### src/hw/rtl/vpa_pkg.sv
package vpa_pkg;

  // width of the squared offset, Q20
  localparam int unsigned XW = 31;
  // width of the gaussian term and of the result, Q24
  localparam int unsigned GW = 24;
  // divider remainder width and quotient widths
  localparam int unsigned DIV_DW  = 31;
  localparam int unsigned DIV_QW1 = 29;
  localparam int unsigned DIV_QW2 = 28;
  // depth of the gaussian term pipeline
  localparam int unsigned GAUSS_LAT = 23;

endpackage

### src/hw/rtl/vpa_div.sv
module vpa_div #(
  parameter int unsigned DW = vpa_pkg::DIV_DW,
  parameter int unsigned QW = vpa_pkg::DIV_QW1,
  parameter int unsigned SW = 1
) (
  input  logic          clk_i,
  input  logic          en_i,
  input  logic [DW-1:0] rem_i,
  input  logic [QW-1:0] low_i,
  input  logic [DW-1:0] den_i,
  input  logic [SW-1:0] side_i,
  output logic [QW-1:0] quo_o,
  output logic [SW-1:0] side_o
);

  // one quotient bit per stage, restoring division
  logic [DW-1:0] rem_q  [QW-1];
  logic [DW-1:0] den_q  [QW-1];
  logic [QW-1:0] ql_q   [QW];
  logic [SW-1:0] side_q [QW];

  logic [DW-1:0] rem_in [QW];
  logic [DW-1:0] den_in [QW];
  logic [QW-1:0] ql_in  [QW];
  logic [DW:0]   trial  [QW];
  logic [DW:0]   diff   [QW];
  logic          ge     [QW];
  logic [DW-1:0] rem_d  [QW];
  logic [QW-1:0] ql_d   [QW];

  // stage inputs and trial subtraction
  always_comb begin
    rem_in[0] = rem_i;
    den_in[0] = den_i;
    ql_in[0]  = low_i;
    for (int i = 1; i < QW; i++) begin
      rem_in[i] = rem_q[i-1];
      den_in[i] = den_q[i-1];
      ql_in[i]  = ql_q[i-1];
    end
    for (int i = 0; i < QW; i++) begin
      trial[i] = {rem_in[i], ql_in[i][QW-1]};
      ge[i]    = trial[i] >= {1'b0, den_in[i]};
      diff[i]  = trial[i] - {1'b0, den_in[i]};
      rem_d[i] = ge[i] ? diff[i][DW-1:0] : trial[i][DW-1:0];
      ql_d[i]  = {ql_in[i][QW-2:0], ge[i]};
    end
  end

  // stage registers
  always_ff @(posedge clk_i) begin
    if (en_i) begin
      for (int i = 0; i < QW - 1; i++) begin
        rem_q[i] <= rem_d[i];
        den_q[i] <= den_in[i];
      end
      for (int i = 0; i < QW; i++) begin
        ql_q[i] <= ql_d[i];
      end
      side_q[0] <= side_i;
      for (int i = 1; i < QW; i++) begin
        side_q[i] <= side_q[i-1];
      end
    end
  end

  assign quo_o  = ql_q[QW-1];
  assign side_o = side_q[QW-1];

endmodule

### config.mk
export PLATFORM = sky130hd
export DESIGN_NAME = vpa_div
export DESIGN_NICKNAME = d
export VERILOG_FILES = /design/src/hw/rtl/vpa_pkg.sv /design/src/hw/rtl/vpa_div.sv
export SDC_FILE = /design/constraint.sdc
export NUM_CORES = 2
export LEC_CHECK = 0
export BUFFER_PORTS_ARGS = -buffer_cell sky130_fd_sc_hd__clkbuf_2
export CORE_MARGIN = 8
export CORE_UTILIZATION = 45
export CTS_CLUSTER_SIZE = 8
export DETAILED_ROUTE_END_ITERATION = 12
export GPL_ROUTABILITY_DRIVEN = 0
export PLACE_DENSITY = 0.58
export SYNTH_ARGS = -nofsm -noshare
export SYNTH_HDL_FRONTEND = slang
export SYNTH_SLANG_ARGS = --single-unit
### constraint.sdc
create_clock -name clk_i -period 8.5 [get_ports clk_i]
set_input_delay 0.425 -clock clk_i [delete_from_list [all_inputs] [get_ports clk_i]]
set_output_delay 0.425 -clock clk_i [all_outputs]
set_load 0.03 [all_outputs]
After elaboration in Yosys (flattened, before gate mapping)

Memories as Yosys holds them, arrays and structs flattened.
Index checks and enable logic that the tools add are counted.

Add/subtract/negate cells: 28
Order comparisons: 29
Muxes and demuxes: 30

Operators with widths:

| cell                                                           | number |
|---|---|
| 32-bit by 31-bit greater-or-equal comparator with 1-bit output | 29 |
| 31-bit 2-to-1 mux                                              | 28 |
| 31-bit subtractor                                              | 28 |
| 1-bit 2-to-1 mux                                               | 2 |

Bits in registers: 0
Memory bits (writable): 2606
Input port bits: 94
Output and inout bits: 30
Logic and storage cells: 91
Memories kept: 4

Memories:

| memory | depth | bits a word | read ports | clocked after Yosys merged registers in | write ports | line          | RTL |
|---|---|---|---|---|---|---|---|
| den_q  | 28    | 31          | 28         | 0                                       | 28          | vpa_div.sv:18 | `logic [DW-1:0] den_q [QW-1];` |
| rem_q  | 28    | 31          | 28         | 0                                       | 28          | vpa_div.sv:17 | `logic [DW-1:0] rem_q [QW-1];` |
| ql_q   | 29    | 29          | 29         | 0                                       | 29          | vpa_div.sv:19 | `logic [QW-1:0] ql_q [QW];` |
| side_q | 29    | 1           | 29         | 0                                       | 29          | vpa_div.sv:20 | `logic [SW-1:0] side_q [QW];` |

Logic depth before layout (Yosys ltp)

Word-level depth: 2
Mapped depth: 15
Depth with buffers taken out: 13

Worst setup path before layout

No wires, ideal clock.

Kind: register -> register
Start point: memory den_q[0][434] (netlist bit)
End point: memory rem_q[0][482] (netlist bit), data pin
Setup time: 260 ps
Arrival: 3131 ps
Data required time: 8240 ps
Slack: 5109 ps
Stages on the path, launching flop included: 13
Path buffers: 1
Clock period less this slack: 3391 ps
Cell sequence: edfxtp_1 > ha_1 > fa_1 > nor2b_1 > o31a_1 > o311ai_1 > o21ai_0 > a41o_1 > a31oi_1 > o311a_1 > o211ai_2 > buf_2 > mux2_2

RTL lines:

| element            | line |
|---|---|
| start: declaration | vpa_div.sv:18 |
| end: declaration   | vpa_div.sv:17 |

==> results_dict.tcl <==
set metrics [dict create \
    post-cts-setup-buffer-count 0 \
    hold_path.class "in2reg" \
    regToRegSetupSlack_ps 4010 \
    synth_edf_count 2606 \
    grt_pass1_wl_um 466000 \
    final_common_cell "edfxtp_1" \
    power_frac_clock 0.224 \
    vias_per_cell 5.54 \
    powerDensity_mw_per_mm2 383 \
    post_drt_wl_per_cell_um 19.1 \
    dpl.hpwl_um 215000 \
    grt.overflow.total 0 \
    core_mm2 0.299 \
    clk_pin_slew_worst_paths_ps 50 \
    finalSetupViolCount 0 \
    cp-end-kind "flop" \
    arrival_ps 5110 \
    synthDistinctLibCells 94 \
    fin_crit_ps 4490 \
    area_growth_pct 12.1 \
    slew_viol_final 0 \
    grt_max_degree 198 \
    rsz0062_at_grt "no" \
    power_leakage_uw 0.0604 \
    synth_area_mm2 0.135 \
    antenna_found_initial 1 \
    die_h_um 563 \
    crit_path_max_incr_delay_ps 760 \
    die_w_um 563 \
    numPortBuffers 123 \
    finalClockSkew_ps 69.4 \
    drt_iter0_drc 6099 \
    r2r-start "ql_q[1][231]" \
    synth_area_per_cell_um2 12.1 \
    synth_nets 12109 \
    netlist.area_leader.share 0.581 \
    ys_ff_latch 2606 \
    vdd.ir_drop.worst_mv 0.189 \
    multi_input_area_mm2 0.0515 \
    relSlewSlack 0.127 \
    numCtsBuffers 368 \
    drive_above_1_share 0.0894 \
    nNetsFinal 12519 \
    max_freq_mhz 222 \
    cp_common_cell "o21ai_0" \
    hold_slack_ps 212 \
    cts_hold_buffers 92 \
    htreeDepth 5 \
    worstPathCellList "inv_1 -> ha_1 -> fa_1 -> nor2b_1 -> o21ai_0 -> a21boi_0 -> o41ai_1 -> nand2_1 -> a31oi_1 -> o21ai_0 -> a21oi_1 -> o41a_2 -> mux2_2" \
    internal-power_uw 37100 \
    cts_max_path_buffers 4 \
    hold_path_end "ql_q[0][25]" \
    swShare 0.359 \
    ios 124 \
    cp.required_ps 9120 \
    criticalPathCategory "reg2reg" \
    clock_sinks 2606 \
    netlist_top_cells_area "edfxtp_1, ha_1, a21oi_1" \
    initial_utilization 0.451 \
    combPwrFrac 0.419 \
    period_share 0.529 \
    reg2reg_to "rem_q[1][267]" \
    crit_slowest_cell "o41a_2" \
    critPathLaunchType "flop" \
    ys_dominant_reg_cell "edfxtp_1" \
    maxCapViolCount 0 \
    grt_usage 0.181 \
    cts_resized 0 \
    p_sw_uw 20700 \
    p_seq_frac 0.356 \
    r2r.worst_path.cells 13 \
    min_from "low_i[24]" \
    final_cell_mix "edfxtp_1, inv_1, a21oi_1" \
    dr.pass1.iters 6 \
    hold_depth 2 \
    clk_latency_ps 940 \
    yosys_warnings 0 \
    seqCellArea_mm2 0.0783 \
    cts_root_buffer "clkbuf_16" \
    cts_tree "built" \
    syn_inst 11088 \
    drcViolationCount 0 \
    setup_tns_ps 0 \
    rows 201 \
    finalHoldViolCount 0 \
    path_max_fanout 32 \
    fill_cells 25692 \
    dieArea_mm2 0.317 \
    grt_pass1_vias 85335 \
    yosys.area.top_type "edfxtp_1" \
    worst_slew_pin_slew_ps 1290 \
    antenna_left 0 \
    outcome "finished clean" \
    async_flop_share 0 \
    ys_seq_area_frac 0.581 \
    finalWirelength_um 297000 \
    vias 86035 \
]
==> worst max-delay path by stage <==
stage	start	end	slack [ps]	depth (start not counted)
2_1_floorplan	den_q[0][434]	rem_q[0][482]	5110	12
3_3_place_gp	ql_q[1][231]	rem_q[1][250]	4210	13
3_5_place_dp	ql_q[1][231]	rem_q[1][258]	4070	13
4_1_cts	ql_q[1][231]	rem_q[1][267]	3990	13
5_1_grt	ql_q[1][231]	rem_q[1][263]	3690	13
6_report	ql_q[1][231]	rem_q[1][267]	4010	13
==> synthesized netlist by cell type (41+ instances only) <==
| cell | n |
|---|---|
| and3_1 | 66 |
| a211oi_1 | 70 |
| nand2_1 | 558 |
| o31ai_1 | 58 |
| mux2_2 | 371 |
| inv_1 | 1126 |
| nor2_1 | 686 |
| edfxtp_1 | 2606 |
| o21a_1 | 124 |
| nor2b_1 | 127 |
| o21bai_1 | 107 |
| o21ai_0 | 584 |
| ha_1 | 899 |
| a21o_1 | 460 |
| a31oi_1 | 96 |
| clkbuf_1 | 161 |
| o211ai_1 | 44 |
| nand3_1 | 158 |
| buf_2 | 49 |
| and2_1 | 41 |
| nand2b_1 | 116 |
| xor2_1 | 271 |
| a21oi_1 | 1001 |
| nand4_1 | 144 |
| xnor2_1 | 468 |
| nor3_1 | 109 |
==> sequential cells by signal, summed over array words and instances (netlist names) <==
register and flops:
rem_q 868, den_q 868, side_q 29, ql_q 841
==> worst max-delay path, delay by kind of cell, from the launching register on <==
kind | cells | cell delay (ps)
adder cells (fa/ha/maj) | 2 | 400
buffers and inverters | 1 | 100
AND/OR/NAND/NOR | 2 | 270
AO/OA/AOI/OAI | 7 | 2640
flip-flops | 1 | 370
multiplexers | 1 | 420
==> stage by stage <==
stage | power (uW) | worst slack (ps) | util | cells | cell area [um2]
final | 57800 | 4010 | 0.505 | 15516 | 151000
after CTS | 58200 | 3990 | 0.505 | 15514 | 151000
after global routing | 61600 | 3690 | 0.505 | 15516 | 151000
after global placement | 44200 | 4210 | 0.469 | 14994 | 140000
after floorplan | 38600 | 5110 | - | 11088 | 135000
after detailed placement | 44700 | 4070 | 0.469 | 14994 | 140000
==> power groups by stage <==
stage / Sequential [uW] / Combinational [uW] / Clock (uW)
final: 20600 / 24200 / 13000
after global routing: 20800 / 26800 / 13900
after CTS: 20600 / 24100 / 13500
after detailed placement: 20900 / 23800 / 0
after global placement: 20900 / 23300 / 0
after floorplan: 19700 / 18900 / 0
==> kinds of logic after synthesis <==
group,Yosys count,synth area share
AOI/OAI and AO/OA,2870,0.133
xor gates and xnor gates,739,0.0481
adders and majority gates,927,0.0877
buffers and inverters,1352,0.0384
DFF,2606,0.581
muxes,422,0.0350
and+or+nand+nor,2172,0.0767
==> final cells by class <==
class / count / area share
diodes: 2 / 0.0000332
clock buffers: 397 / 0.0621
clock inverters: 31 / 0.00401
inverters: 1126 / 0.0280
multi-input cells: 7130 / 0.341
flip-flops and latches: 2606 / 0.518
well taps: 3958 / 0.0328
repair buffers: 266 / 0.0138
==> layer usage <==
layer  wire [um]  vias to the layer above  global-route usage
li1            -                    41623                   -
met1      123000                    41420               0.221
met2      149000                     2296               0.324
met3       12600                      696              0.0220
met4       12200                        0              0.0730
met5           0                        -                   0
Power figures use the tool's default switching activity.
